<file path="config.mk">
export PLATFORM = sky130hd
export DESIGN_NAME = protobuf_wire_tokenizer
export DESIGN_NICKNAME = d
export VERILOG_FILES = /design/src/rtl/pwt_pkg.sv /design/src/rtl/protobuf_wire_tokenizer.sv
export SDC_FILE = /design/constraint.sdc
export NUM_CORES = 1
export LEC_CHECK = 0
export ABC_AREA = 1
export ABC_CLOCK_PERIOD_IN_PS = 7560
export BUFFER_PORTS_ARGS = -buffer_cell sky130_fd_sc_hd__buf_4
export CAP_MARGIN = 20
export CORE_UTILIZATION = 45
export DETAILED_ROUTE_END_ITERATION = 10
export GPL_TIMING_DRIVEN = 0
export PLACE_DENSITY = 0.64
export RECOVER_POWER = 25
export SLEW_MARGIN = 10
export SYNTH_ARGS = -nofsm -noshare
export SYNTH_HDL_FRONTEND = slang
export SYNTH_SLANG_ARGS = --single-unit
</file>
<file path="constraint.sdc">
create_clock -name clk -period 7.56 [get_ports clk]
set_input_delay 1.512 -clock clk [delete_from_list [all_inputs] [get_ports clk]]
set_output_delay 1.512 -clock clk [all_outputs]
set_load 0.1 [all_outputs]
</file>
<file path="src/rtl/pwt_pkg.sv">
// Shared types and codes for the protobuf wire tokenizer.
// Holds the field layout widths, phase enum, event and error codes.
// No dependencies.
package pwt_pkg;

  localparam int unsigned MsgLenW   = 32;
  localparam int unsigned FieldW    = 32;
  localparam int unsigned WireW     = 3;
  localparam int unsigned ValueW    = 64;
  localparam int unsigned ByteW     = 8;
  localparam int unsigned KindW     = 3;
  localparam int unsigned ErrW      = 3;
  localparam int unsigned ShiftW    = 7;

  // Output tdata layout, lowest bit first.
  localparam int unsigned OutFieldsW = FieldW + WireW + ValueW + ByteW + 1 + ErrW;
  localparam int unsigned OutDataW   = ((OutFieldsW + 7) / 8) * 8;

  typedef enum logic [2:0] {
    PH_TAG     = 3'd0,
    PH_VALUE   = 3'd1,
    PH_LENGTH  = 3'd2,
    PH_PAYLOAD = 3'd3,
    PH_FIXED   = 3'd4
  } phase_t;

  typedef enum logic [KindW-1:0] {
    EV_PENDING = 3'd0,
    EV_TAG     = 3'd1,
    EV_VALUE   = 3'd2,
    EV_LENGTH  = 3'd3,
    EV_PAYLOAD = 3'd4,
    EV_FIXED   = 3'd5,
    EV_ERROR   = 3'd6,
    EV_IGNORED = 3'd7
  } event_t;

  typedef enum logic [ErrW-1:0] {
    ERR_NONE      = 3'd0,
    ERR_TOO_LONG  = 3'd1,
    ERR_BAD_WIRE  = 3'd2,
    ERR_PAST_END  = 3'd3,
    ERR_TRUNCATED = 3'd4
  } err_t;

  localparam logic [WireW-1:0] WIRE_VARINT = 3'd0;
  localparam logic [WireW-1:0] WIRE_FIX64  = 3'd1;
  localparam logic [WireW-1:0] WIRE_DELIM  = 3'd2;
  localparam logic [WireW-1:0] WIRE_FIX32  = 3'd5;

  localparam logic [MsgLenW-1:0] Fix64Bytes = 32'd8;
  localparam logic [MsgLenW-1:0] Fix32Bytes = 32'd4;
  localparam logic [ShiftW-1:0]  VarintStep = 7'd7;
  localparam logic [ShiftW-1:0]  ShiftLimit = 7'd64;

  typedef struct packed {
    logic [ErrW-1:0]   error_code;
    logic              field_done;
    logic [ByteW-1:0]  payload_byte;
    logic [ValueW-1:0] field_value;
    logic [WireW-1:0]  wire_kind;
    logic [FieldW-1:0] field_number;
  } out_fields_t;

endpackage

</file>
<file path="src/rtl/protobuf_wire_tokenizer.sv">
// Streaming protobuf wire-format tokenizer: one result item per accepted input byte.
// Depends on pwt_pkg for field widths, phase enum, event and error codes.
//
//  channel  | dir | ports                              | payload
//  ---------+-----+------------------------------------+--------------------------------
//  in_      | in  | tvalid, tready, tdata[7:0]         | in_byte
//  out_     | out | tvalid, tready, tdata, tuser, tlast| token fields, event_kind, msg end
//  cfg_     | in  | wr_en, wr_data[31:0]               | message_length
//
// The decode of a byte is one pass of logic from the input handshake and the state
// registers into the result register.
// A new item is accepted each cycle while the result register is empty or is
// being drained in that same cycle (in_tready = !out_tvalid | out_tready).
// Reset (rst_n low, synchronous) returns to a fresh message start with
// message_length zero and the result register empty.
// A stall on the out_ side holds the result and the state; nothing is dropped.
module protobuf_wire_tokenizer
  import pwt_pkg::*;
(
  input  logic                 clk,
  input  logic                 rst_n,
  // input stream
  input  logic                 in_tvalid,
  output logic                 in_tready,
  input  logic [ByteW-1:0]     in_tdata,     // [7:0] in_byte
  // result stream
  output logic                 out_tvalid,
  input  logic                 out_tready,
  // [31:0] field_number, [34:32] wire_kind, [98:35] field_value,
  // [106:99] payload_byte, [107] field_done, [110:108] error_code, [111] zero
  output logic [OutDataW-1:0]  out_tdata,
  output logic [KindW-1:0]     out_tuser,    // [2:0] event_kind
  output logic                 out_tlast,    // message_done
  // configuration
  input  logic                 cfg_wr_en,
  input  logic [MsgLenW-1:0]   cfg_wr_data   // message_length
);

  // ---------------------------------------------------------------------------
  // State registers
  // ---------------------------------------------------------------------------
  logic [MsgLenW-1:0] msg_len_r;
  phase_t             phase_r,      phase_nxt;
  logic [ShiftW-1:0]  shift_cnt_r,  shift_cnt_nxt;
  logic [ValueW-1:0]  accum_r,      accum_nxt;
  logic [MsgLenW-1:0] left_r,       left_nxt;
  logic [MsgLenW-1:0] byte_pos_r,   byte_pos_nxt;
  logic [FieldW-1:0]  cur_field_r,  cur_field_nxt;
  logic [WireW-1:0]   cur_wire_r,   cur_wire_nxt;
  logic               err_seen_r,   err_seen_nxt;
  err_t               err_code_r,   err_code_nxt;

  // result register
  logic               out_valid_r;
  out_fields_t        out_fields_r, out_fields_nxt;
  event_t             out_kind_r,   out_kind_nxt;
  logic               out_last_r,   out_last_nxt;

  logic in_acc;

  // ---------------------------------------------------------------------------
  // Per-byte decode
  // ---------------------------------------------------------------------------
  logic               in_range;
  logic               is_last;
  logic [MsgLenW-1:0] remaining;
  logic [ValueW-1:0]  acc_or;
  logic [ShiftW-1:0]  shift_add;
  logic [MsgLenW-1:0] left_dec;
  logic               restart;
  event_t             kind;
  err_t               code;
  logic [ValueW-1:0]  val;
  logic [ByteW-1:0]   pbyte;
  logic               fdone;

  assign in_tready = !out_valid_r || out_tready;
  assign in_acc    = in_tvalid && in_tready;

  assign in_range  = byte_pos_r < msg_len_r;
  assign is_last   = byte_pos_r == (msg_len_r - 32'd1);
  assign remaining = msg_len_r - byte_pos_r - 32'd1;
  // shift counts below 64 are the only ones used; bits past bit 63 fall off
  assign acc_or    = accum_r | (ValueW'(in_tdata[6:0]) << shift_cnt_r[5:0]);
  assign shift_add = shift_cnt_r + VarintStep;
  assign left_dec  = left_r - 32'd1;

  always_comb begin
    phase_nxt     = phase_r;
    shift_cnt_nxt = shift_cnt_r;
    accum_nxt     = accum_r;
    left_nxt      = left_r;
    byte_pos_nxt  = byte_pos_r + 32'd1;
    cur_field_nxt = cur_field_r;
    cur_wire_nxt  = cur_wire_r;
    err_seen_nxt  = err_seen_r;
    err_code_nxt  = err_code_r;
    kind          = EV_IGNORED;
    code          = ERR_NONE;
    val           = '0;
    pbyte         = '0;
    fdone         = 1'b0;
    restart       = !in_range || is_last;

    if (!in_range) begin
      // byte beyond the message: report ignored, all other fields zero
      kind = EV_IGNORED;
    end else if (err_seen_r) begin
      // hold the sticky error until the message ends
      kind = EV_ERROR;
      code = err_code_r;
    end else begin
      case (phase_r)
        PH_TAG, PH_VALUE, PH_LENGTH: begin
          accum_nxt = acc_or;
          if (in_tdata[7]) begin
            shift_cnt_nxt = shift_add;
            if (shift_add >= ShiftLimit) begin
              code = ERR_TOO_LONG;
            end else if (is_last) begin
              code = ERR_TRUNCATED;
            end else begin
              kind = EV_PENDING;
            end
          end else begin
            accum_nxt     = '0;
            shift_cnt_nxt = '0;
            if (phase_r == PH_TAG) begin
              cur_field_nxt = acc_or[FieldW+2:3];
              cur_wire_nxt  = acc_or[WireW-1:0];
              kind          = EV_TAG;
              case (acc_or[WireW-1:0])
                WIRE_VARINT: begin
                  if (remaining == '0) code = ERR_TRUNCATED;
                  else phase_nxt = PH_VALUE;
                end
                WIRE_DELIM: begin
                  if (remaining == '0) code = ERR_TRUNCATED;
                  else phase_nxt = PH_LENGTH;
                end
                WIRE_FIX64: begin
                  if (remaining < Fix64Bytes) begin
                    code = ERR_PAST_END;
                  end else begin
                    left_nxt  = Fix64Bytes;
                    phase_nxt = PH_FIXED;
                  end
                end
                WIRE_FIX32: begin
                  if (remaining < Fix32Bytes) begin
                    code = ERR_PAST_END;
                  end else begin
                    left_nxt  = Fix32Bytes;
                    phase_nxt = PH_FIXED;
                  end
                end
                default: code = ERR_BAD_WIRE;
              endcase
            end else if (phase_r == PH_VALUE) begin
              kind      = EV_VALUE;
              val       = acc_or;
              fdone     = 1'b1;
              phase_nxt = PH_TAG;
            end else if (acc_or > ValueW'(remaining)) begin
              code = ERR_PAST_END;
            end else begin
              kind = EV_LENGTH;
              val  = acc_or;
              if (acc_or == '0) begin
                fdone     = 1'b1;
                phase_nxt = PH_TAG;
              end else begin
                left_nxt  = acc_or[MsgLenW-1:0];
                phase_nxt = PH_PAYLOAD;
              end
            end
          end
          if (code != ERR_NONE) begin
            kind         = EV_ERROR;
            val          = '0;
            fdone        = 1'b0;
            err_seen_nxt = 1'b1;
            err_code_nxt = code;
          end
        end
        PH_PAYLOAD, PH_FIXED: begin
          kind     = (phase_r == PH_PAYLOAD) ? EV_PAYLOAD : EV_FIXED;
          pbyte    = in_tdata;
          left_nxt = left_dec;
          if (left_dec == '0) begin
            fdone     = 1'b1;
            phase_nxt = PH_TAG;
          end
        end
        default: begin
          phase_nxt = PH_TAG;
          kind      = EV_IGNORED;
        end
      endcase
    end

    // capture the result before a message restart clears the state
    out_kind_nxt                = kind;
    out_last_nxt                = in_range && is_last;
    out_fields_nxt.field_number = in_range ? cur_field_nxt : '0;
    out_fields_nxt.wire_kind    = in_range ? cur_wire_nxt  : '0;
    out_fields_nxt.field_value  = val;
    out_fields_nxt.payload_byte = pbyte;
    out_fields_nxt.field_done   = fdone;
    out_fields_nxt.error_code   = code;

    if (restart) begin
      phase_nxt     = PH_TAG;
      shift_cnt_nxt = '0;
      accum_nxt     = '0;
      left_nxt      = '0;
      byte_pos_nxt  = '0;
      cur_field_nxt = '0;
      cur_wire_nxt  = '0;
      err_seen_nxt  = 1'b0;
      err_code_nxt  = ERR_NONE;
    end
  end

  // ---------------------------------------------------------------------------
  // Registers
  // ---------------------------------------------------------------------------
  always_ff @(posedge clk) begin
    if (!rst_n) begin
      msg_len_r   <= '0;
      phase_r     <= PH_TAG;
      shift_cnt_r <= '0;
      accum_r     <= '0;
      left_r      <= '0;
      byte_pos_r  <= '0;
      cur_field_r <= '0;
      cur_wire_r  <= '0;
      err_seen_r  <= 1'b0;
      err_code_r  <= ERR_NONE;
      out_valid_r <= 1'b0;
    end else begin
      if (cfg_wr_en) begin
        msg_len_r <= cfg_wr_data;
      end
      if (in_acc) begin
        phase_r     <= phase_nxt;
        shift_cnt_r <= shift_cnt_nxt;
        accum_r     <= accum_nxt;
        left_r      <= left_nxt;
        byte_pos_r  <= byte_pos_nxt;
        cur_field_r <= cur_field_nxt;
        cur_wire_r  <= cur_wire_nxt;
        err_seen_r  <= err_seen_nxt;
        err_code_r  <= err_code_nxt;
        out_valid_r <= 1'b1;
      end else if (out_tready) begin
        out_valid_r <= 1'b0;
      end
    end
  end

  // result payload: load on accept, hold otherwise
  always_ff @(posedge clk) begin
    if (in_acc) begin
      out_fields_r <= out_fields_nxt;
      out_kind_r   <= out_kind_nxt;
      out_last_r   <= out_last_nxt;
    end
  end

  assign out_tvalid = out_valid_r;
  assign out_tdata  = OutDataW'(out_fields_r);
  assign out_tuser  = out_kind_r;
  assign out_tlast  = out_last_r;

  // ---------------------------------------------------------------------------
  // Assertions
  // ---------------------------------------------------------------------------
  a_err_code_only_on_error: assert property (@(posedge clk) disable iff (!rst_n)
    out_valid_r |-> ((out_kind_r == EV_ERROR) == (out_fields_r.error_code != ERR_NONE)))
    else $error("error code and error event disagree");

  a_value_only_on_done: assert property (@(posedge clk) disable iff (!rst_n)
    (out_valid_r && out_kind_r != EV_VALUE && out_kind_r != EV_LENGTH)
      |-> (out_fields_r.field_value == '0))
    else $error("field value set outside value or length event");

  a_ignored_is_blank: assert property (@(posedge clk) disable iff (!rst_n)
    (out_valid_r && out_kind_r == EV_IGNORED)
      |-> (!out_last_r && out_fields_r.field_number == '0 && !out_fields_r.field_done))
    else $error("ignored event carries data");

  a_restart_after_last: assert property (@(posedge clk) disable iff (!rst_n)
    (in_acc && out_last_nxt) |=> (byte_pos_r == '0 && !err_seen_r && phase_r == PH_TAG))
    else $error("state not cleared after message end");

  a_sticky_error: assert property (@(posedge clk) disable iff (!rst_n)
    (in_acc && err_seen_r && in_range) |-> (out_kind_nxt == EV_ERROR))
    else $error("error not sticky within message");

endmodule

</file>
# Yosys cells after proc, flatten, opt, wreduce, memory -nomap -nowiden

Cells that the tools add are included.
Widths: inputs -> output; s select.

Flip-flop bits (word level): 325
Word-level logic and storage cells: 182
Output and inout bits: 118
Bits of input ports: 45

$lt $le $gt $ge: 5
Equality and inequality tests: 21
Add/subtract/negate cells: 6
Muxes and demuxes: 97
Bitwise logic cells: 4
Reductions and logical operators: 28
Shift operators: 1

Operators by type and width:

| kind                  | count |
|---|---|
| $mux 32               | 17 |
| $mux 64               | 7 |
| $pmux 32 s2           | 2 |
| $mux 3                | 40 |
| $sub 32x1->32 const B | 3 |
| $gt 64x32->1          | 1 |
| $logic_not 32->1      | 2 |
| $logic_not 64->1      | 1 |
| $or 64x64->64         | 1 |
| $shl 7x6->64          | 1 |
| $mux 7                | 5 |
| $add 32x1->32 const B | 1 |
| $eq 32x32->1          | 1 |
| $lt 32x3->1 const B   | 1 |
| $lt 32x32->1          | 1 |
| $lt 32x4->1 const B   | 1 |
| $sub 32x32->32        | 1 |
| $ne 5x5->1 const B    | 5 |
| $reduce_and 11->1     | 2 |
| $mux 1                | 16 |
| $ne 4x4->1 const B    | 3 |
| $pmux 3 s2            | 2 |
| $pmux 3 s4            | 1 |
| $mux 2                | 5 |
| 24 further kinds      | 42 |

# Logic depth before layout (Yosys ltp)

Gate-level depths: netlist of run 1.

Word-level depth: 16
Depth in mapped cells: 33
Mapped depth without buffers: 32

# Worst setup path before layout of run 1

Ideal clock, no wire load.

Path type: input -> register
Start: input port out_tready
End: register byte_pos_r[29]
Library setup time: 0.128 ns
Arrival: 5.764 ns
Slack: 1.668 ns
Data required time: 7.432 ns
Path buffers: 0
Stages: 16
Cell sequence: inv_1 a21oi_4 nand3_1 nor2_1 nand2_1 nor4_1 nand2_1 nor2_1 inv_1 nor2_1 nand2_1 or4_1 nor2_1 nand2_1 xor2_1 nor2_1

Longest elaborated chain between the ends: 2

RTL lines:

| element                | RTL line                       | RTL |
|---|---|---|
| start: declaration     | protobuf_wire_tokenizer.sv:28  | `input logic out_tready,` |
| $logic_or 1x1->1       | protobuf_wire_tokenizer.sv:77  | `assign in_tready = !out_valid_r \|\| out_tready;` |
| $logic_and 1x1->1      | protobuf_wire_tokenizer.sv:78  | `assign in_acc = in_tvalid && in_tready;` |
| named net in_acc       | protobuf_wire_tokenizer.sv:59  | `logic in_acc;` |
| end signal: assignment | protobuf_wire_tokenizer.sv:250 | `byte_pos_r <= byte_pos_nxt;` |
| end: declaration       | protobuf_wire_tokenizer.sv:47  | `logic [MsgLenW-1:0] byte_pos_r, byte_pos_nxt;` |

The timed path passes the listed nets, and every way through them passes these cells.
A chain may end at the register's enable or synchronous reset.

# Worst setup path in the final report of run 1

Start: input port out_tready
End: register out_fields_r (netlist bit out_tdata[100]), enable pin

Longest elaborated chain between the ends: 2

RTL lines:

| element                | RTL line                       | RTL |
|---|---|---|
| $logic_or 1x1->1       | protobuf_wire_tokenizer.sv:77  |  |
| $logic_and 1x1->1      | protobuf_wire_tokenizer.sv:78  |  |
| named net in_acc       | protobuf_wire_tokenizer.sv:59  |  |
| end signal: assignment | protobuf_wire_tokenizer.sv:265 | `out_fields_r <= out_fields_nxt;` |
| end: declaration       | protobuf_wire_tokenizer.sv:55  | `out_fields_t out_fields_r, out_fields_nxt;` |

The timed path passes the listed nets, and every way through them passes these cells.

==> flow_summary_export.csv, run 1 <==
group,metric,value,unit
clock_network,cts_tree,"yes",
synth,netlist_area,20500,sq um
setup_path,end_kind,"register",
grt,grt_pass1_wl,108,mm
drt,drt-total-wl,70.0,mm
min_path,hold_depth,2,
clock_network,cts.hold.buffers_added,0,
clock_network,cts_made_buffers,37,
place,io_buffers,161,
drt,first_pass_iters,5,
grt,grt_usage,29.8,%
pwr,p_leak,10.4,nW
setup_path,cp.arrival,6560,ps
min_path,hp-class,"reg -> reg",
drt,vias,19900,
drt,drt.antenna.violating_nets,0,
synth,synth_nets,2978,
place,place_area,22500,sq um
cells_and_area,nNetsFinal,3183,
place,dp_hpwl,55.7,mm
floorplan,die_w,215,microns
floorplan,rows,77,
floorplan,core_area,44500,sq um
floorplan,start_util,46.0,%
floorplan,dieArea,46300,sq um
sta,setup_tns,0,ps
clock_network,clk_path_buf_depth,3,
synth,ys_seq_area_share,37.4,%
sta,tightest_slew,1460,ps
setup_path,slowest_stage,"clkbuf_1",
sta,rsz0062_at_grt,"no",
grt,antenna_found_initial,1,
drt,drt_iter0_drc,1565,
clock_network,cts.sinks,325,
min_path,hold_path_startpoint,"accum_r[16]$_SDFFE_PN0P_",
cells_and_area,drive_above_1_share,11.7,%
place,gp_congestion,1.02,
synth,synth.avg_cell_area,7.22,sq um
setup_path,critical_path_class,"in -> reg",
sta,skew,24.9,ps
pwr,p_switching,4.03,mW
sta,final_hold_viol_count,0,
clock_network,cts_max_level,2,
synth,ys_ff_latch,325,
clock_network,ctsResizeCount,0,
sta,maxSlewViolCount,0,
setup_path,path_cells,"clkbuf_4, inv_1, a21oi_1, clkbuf_1, clkbuf_1, clkbuf_1, clkbuf_1",
pwr,p_comb_share,50.9,%
synth,yosysWarningCount,0,
floorplan,die_h,215,microns
cells_and_area,diodes,0,
setup_path,crit_path_frequent_cell,"clkbuf_1",
synth,synth_cell_type_count,63,
grt,grt-ovfl-total,0,
clock_network,cts_setup_buffers,0,
synth,synth-edff-count,115,
clock_network,clk_latency,580,ps
setup_path,cpPeakStageDelay,1140,ps
setup_path,critPathRequiredTime,7730,ps
synth,ys.flop_type,"dfxtp_1",
setup_path,crit_fanout,29,
synth,synth_cells,2833,
setup_path,startpoint,"out_tready",
pwr,internal-power,4.27,mW
grt,grt_max_degree,30,
run_status,outcome,"finished, final reports clean",
clock_network,clock_tree.root_cell,"clkbuf_16",
floorplan,ioPinCount,163,
clock_network,path_clk_slew,60,ps
grt,grt_pass1_vias,19000,
run,drv_cap,0,
pwr,p_seq_share,27.2,%
setup_path,reg2reg_from,"out_tvalid$_SDFFE_PN0P_",
cells_and_area,area_growth,15.5,%
cells_and_area,stdcell_area,23600,sq um
pwr,vdd_ir_drop_max,0.000320,V
sta,setup_viol,0,
setup_path,start_kind,"input pin",
sta,fin_crit_sh,84.5,%
drt,vias_per_cell,5.44,
pwr,power,8.30,mW
pwr,clockPowerShare,21.9,%
drt,routedWlPerCell,19.1,microns
drt,drc,0,
sta,slew_headroom,2.38,%
setup_path,reg2reg_depth,5,
pwr,netSwitchingFraction,48.5,%
sta,period_needed,6390,ps
sta,fmax,156,MHz
synth,async_flop_share,0,%
pwr,power_density,351,nW/um^2
==> cells in the mapped netlist (all sizes together) (6+ instances only) <==
library cell | count | share of area (%)
edfxtp | 115 | 17
nand3 | 178 | 4.5
o21ai | 149 | 3.7
nand4 | 71 | 2.2
nand2 | 563 | 11
xnor2 | 28 | 1.2
a21o | 6 | 0.22
a21oi | 227 | 5.6
nor2 | 415 | 8.0
ha | 99 | 6.1
dfxtp | 210 | 21
inv | 346 | 6.3
clkbuf | 48 | 0.89
or2 | 54 | 1.7
o32ai | 25 | 1.1
xor2 | 87 | 3.7
a211oi | 13 | 0.48
nand3b | 9 | 0.33
nor3b | 10 | 0.37
buf | 44 | 1.3
nor4 | 30 | 0.98
nor3 | 52 | 1.4
==> placed cells by master, fill, tap and decap left out, types with 37 or more instances in the layout <==
cell	instances
nand2_1	553
nor2_1	399
inv_1	336
a21oi_1	226
dfxtp_1	210
nand3_1	173
buf_4	167
o21ai_0	115
edfxtp_1	115
ha_1	99
xor2_1	87
nand4_1	70
clkbuf_1	57
or2_2	53
nor3_1	49
clkbuf_16	37
==> power groups by stage <==
stage	registers (mW)	clock network, mW	logic (mW)
6_report	2.26	1.82	4.22
5_1_grt	2.28	1.91	4.56
4_1_cts	2.26	1.85	4.17
2_1_floorplan	3.02	0	2.32
3_5_place_dp	2.29	0	4.15
3_3_place_gp	2.28	0	4.10
==> state kept, by name (all words and copies together) (netlist names) <==
signal and count:
accum_r 64, byte_pos_r 32, cur_field_r 32, cur_wire_r 3, err_code_r 3, err_seen_r 1
left_r 32, msg_len_r 32, out_tdata 111, out_tlast 1, out_tuser 3, out_tvalid 1
phase_r 3, shift_cnt_r 7
==> critical path, delay by kind of cell <==
| kind | cells | cell delay (ps) |
|---|---|---|
| AO/OA/AOI/OAI | 1 | 450 |
| buffers and inverters | 6 | 4540 |
==> layout make-up <==
class	instances	area, sq um
plain buffers	100	527
well taps	592	741
clock inverters	24	233
inverters	350	1310
flip-flops and latches	325	7660
clock buffers	44	982
multi-input cells	2058	11000
fillers	4412	20900
repair buffers	166	1220
==> routing by layer <==
layer | vias to the layer above | GRT usage (%) | share of wire, %
li1 | 9754 | - | -
met1 | 9290 | 39.4 | 44
met2 | 707 | 49.5 | 46
met3 | 144 | 3.24 | 5.8
met4 | 0 | 12.5 | 4.1
met5 | - | 0 | 0
==> per-stage QoR <==
step | utilization, % | hold WS, ps | instances | setup WS [ps]
floorplan | - | 425 | 2833 | 1670
global placement | 50.4 | 433 | 3586 | -238
detailed placement | 50.6 | 440 | 3591 | 1080
CTS | 53.3 | 449 | 3659 | 1690
global route | 53.1 | 472 | 3659 | 692
finish | 53.1 | 449 | 3659 | 1170
==> path summary, 6_finish.rpt <==
| check | to | slack [ps] |
|---|---|---|
| setup / recovery | out_tdata[100]$_SDFFCE_PP0P_ | 1170 |
| hold / removal | accum_r[16]$_SDFFE_PN0P_ | 450 |
| setup reg to reg | out_tdata[100]$_SDFFCE_PP0P_ | 1900 |
| hold reg to reg | accum_r[16]$_SDFFE_PN0P_ | 450 |
==> cell families after synthesis <==
logic type	count (synthesis)	synth area share, %
AOI/OAI and AO/OA	449	12.2
and+or+nand+nor	1393	30.4
DFF	325	37.4
xor gates and xnor gates	115	4.92
buffers and inverters	450	8.99
other	1	0.0183
adders and majority gates	100	6.15
(Power assumes the default switching activity.)
==> run 2: changes to the inputs <==
- ABC_CLOCK_PERIOD_IN_PS: 7560 -> 5200
- PLACE_DENSITY: 0.64 -> 0.66
- clock period: 7.56 -> 5.2 ns (I/O delays scaled with it)
==> run 2 against run 1 <==
Against the previous run:
- clock skew decreased by 11 ps
- worst setup slack got worse by 800 ps
- count of clock-buffer cells in the layout increased by 3
- highest routed layer unchanged
- first-iteration DRC count is 6.1% higher
- combinational power grew 46%
- wire length shrank 3.1%
- die area is the same
- non-clock buffer count up 1
- sequential share of layout area decreased by 0.32 points
- register-to-register slack worse by 1500 ps
==> flow_summary_export.csv, run 2 (synthesis gave the netlist of run 1 again) <==
group,metric,value,unit
place,gp_congestion,1.01,
setup_path,reg2reg_from,"msg_len_r[11]$_SDFFE_PN0P_",
sta,skew,14.0,ps
sta,tightest_slew,1360,ps
clock_network,path_clk_slew,60,ps
drt,vias,19900,
clock_network,clock_tree.root_cell,"clkbuf_16",
grt,antenna_found_initial,0,
min_path,hold_path_startpoint,"accum_r[43]$_SDFFE_PN0P_",
grt,grt-ovfl-total,0,
cells_and_area,multi_input_comb_area,11100,sq um
clock_network,clk_path_buf_depth,3,
floorplan,dieArea,46300,sq um
floorplan,start_util,46.0,%
cells_and_area,layout_commonest_cell,"nand2_1",
min_path,hp-class,"reg -> reg",
grt,grt_max_degree,31,
floorplan,die_w,215,microns
setup_path,slowest_stage,"ha_2",
setup_path,r2r_end,"out_tdata[36]$_SDFFCE_PP0P_",
drt,drt-total-wl,67.8,mm
cells_and_area,fin_util,53.8,%
floorplan,rows,77,
setup_path,critPathRequiredTime,5600,ps
clock_network,cts_max_level,2,
setup_path,cpPeakStageDelay,420,ps
place,io_buffers,161,
cells_and_area,final_cell_mix,"nand2_1 (549), nor2_1 (392), inv_1 (336)",
sta,setup_viol,0,
drt,first_pass_iters,6,
run,drv_cap,0,
run_status,outcome,"finished, final reports clean",
cells_and_area,area_growth,16.9,%
min_path,hold_depth,2,
setup_path,reg2reg_depth,28,
grt,grt_pass1_wl,105,mm
drt,drc,0,
cells_and_area,nNetsFinal,3185,
drt,routedWlPerCell,18.5,microns
drt,vias_per_cell,5.43,
setup_path,start_kind,"register",
sta,maxSlewViolCount,0,
clock_network,cts_tree,"yes",
clock_network,clk_latency,580,ps
cells_and_area,diodes,0,
cells_and_area,nFillCells,4393,
cells_and_area,seq_area,7670,sq um
sta,period_needed,4830,ps
setup_path,rrSetupSlack,370,ps
place,dp_hpwl,53.6,mm
grt,grt_pass1_vias,19000,
floorplan,ioPinCount,163,
cells_and_area,stdcell_count,3661,
sta,slew_headroom,9.37,%
setup_path,critical_path_class,"reg -> reg",
setup_path,end_kind,"register",
cells_and_area,drive_above_1_share,13.5,%
clock_network,cts.sinks,325,
drt,drt.antenna.violating_nets,0,
clock_network,cts_made_buffers,38,
sta,final_hold_viol_count,0,
sta,fin_crit_sh,93.0,%
pwr,vdd_ir_drop_max,0.000340,V
setup_path,crit_path_frequent_cell,"nand2_1",
clock_network,cts.hold.buffers_added,0,
cells_and_area,largest_reg_flops,111,
drt,drt_iter0_drc,1660,
setup_path,crit_fanout,10,
place,dpl.cell_count,3591,
setup_path,cp.arrival,5240,ps
min_path,holdPathEnd,"accum_r[43]$_SDFFE_PN0P_",
pwr,p_leak,10.5,nW
pwr,power_density,507,nW/um^2
floorplan,core_area,44500,sq um
pwr,power,12.1,mW
grt,grt_usage,28.9,%
floorplan,die_h,215,microns
sta,fmax,207,MHz
-- run 2: cell count changes in the layout (fill, tap and decap cells not counted), sizes merged --
cell and change:
clkinv -4, buf +3, clkinvlp +1, dlymetal6s2s +1
inv +1
-- run 2: power by group --
part	internal, mW	switching, mW
registers	3.08	0.206
logic	1.69	4.47
clock network	1.54	1.16
-- run 2: worst max-delay path by stage --
stage | startpoint | end | slack [ps]
after global placement | out_tready | byte_pos_r[29]$_SDFFE_PN0P_ | -1690
final | msg_len_r[11]$_SDFFE_PN0P_ | out_tdata[36]$_SDFFCE_PP0P_ | 370
after CTS | byte_pos_r[0]$_SDFFE_PN0P_ | out_tdata[36]$_SDFFCE_PP0P_ | 0.7
after detailed placement | in_tdata[6] | out_tdata[47]$_SDFFCE_PP0P_ | -620
after global routing | byte_pos_r[0]$_SDFFE_PN0P_ | out_tdata[36]$_SDFFCE_PP0P_ | -20
after floorplan | out_tready | byte_pos_r[29]$_SDFFE_PN0P_ | -50
-- run 2: critical path, delay by kind of cell, from the launching register on --
family        cells  cell delay [ps]
buf+inv           5              690
flops             1              390
fa+ha+maj         2              730
simple gates     21             2830
-- run 2: routing by layer --
metal / wire [microns] / vias to the layer above / global-route usage (%)
met5: 0 / - / 0
met4: 3280 / 0 / 14.3
met3: 4430 / 173 / 3.28
met2: 31400 / 760 / 48.2
met1: 28700 / 9215 / 36.9
li1: - / 9747 / -
-- run 2: per-stage QoR --
step / setup WS (ps) / setup TNS [ps] / hold WS, ps / area [sq um]
finish: 366 / 0 / 451 / 23900
floorplan: -45.2 / -77.8 / 425 / 20500
CTS: 0.668 / 0 / 449 / 23800
global route: -20.3 / -53.3 / 473 / 23900
global placement: -1690 / -144990 / 434 / 22500
detailed placement: -620 / -32630 / 439 / 22600
-- run 2: timing repair --
item                                    4_1_cts  5_1_grt
buffers inserted                              0        1
cloned                                        0        0
hold endpoints to repair                      0        0
pin swaps                                     0        3
endpoints found under the setup margin       60       67
resized for setup                             6       48
-- run 2: final cells by class --
type,count,share of cell area [%]
Multi-Input combinational cell,2058,46.5
Sequential cell,325,32.1
Inverter,350,5.51
Timing Repair Buffer,167,5.33
Clock buffer,47,4.33
Tap cell,592,3.10
Buffer,100,2.23
Clock inverter,22,0.931
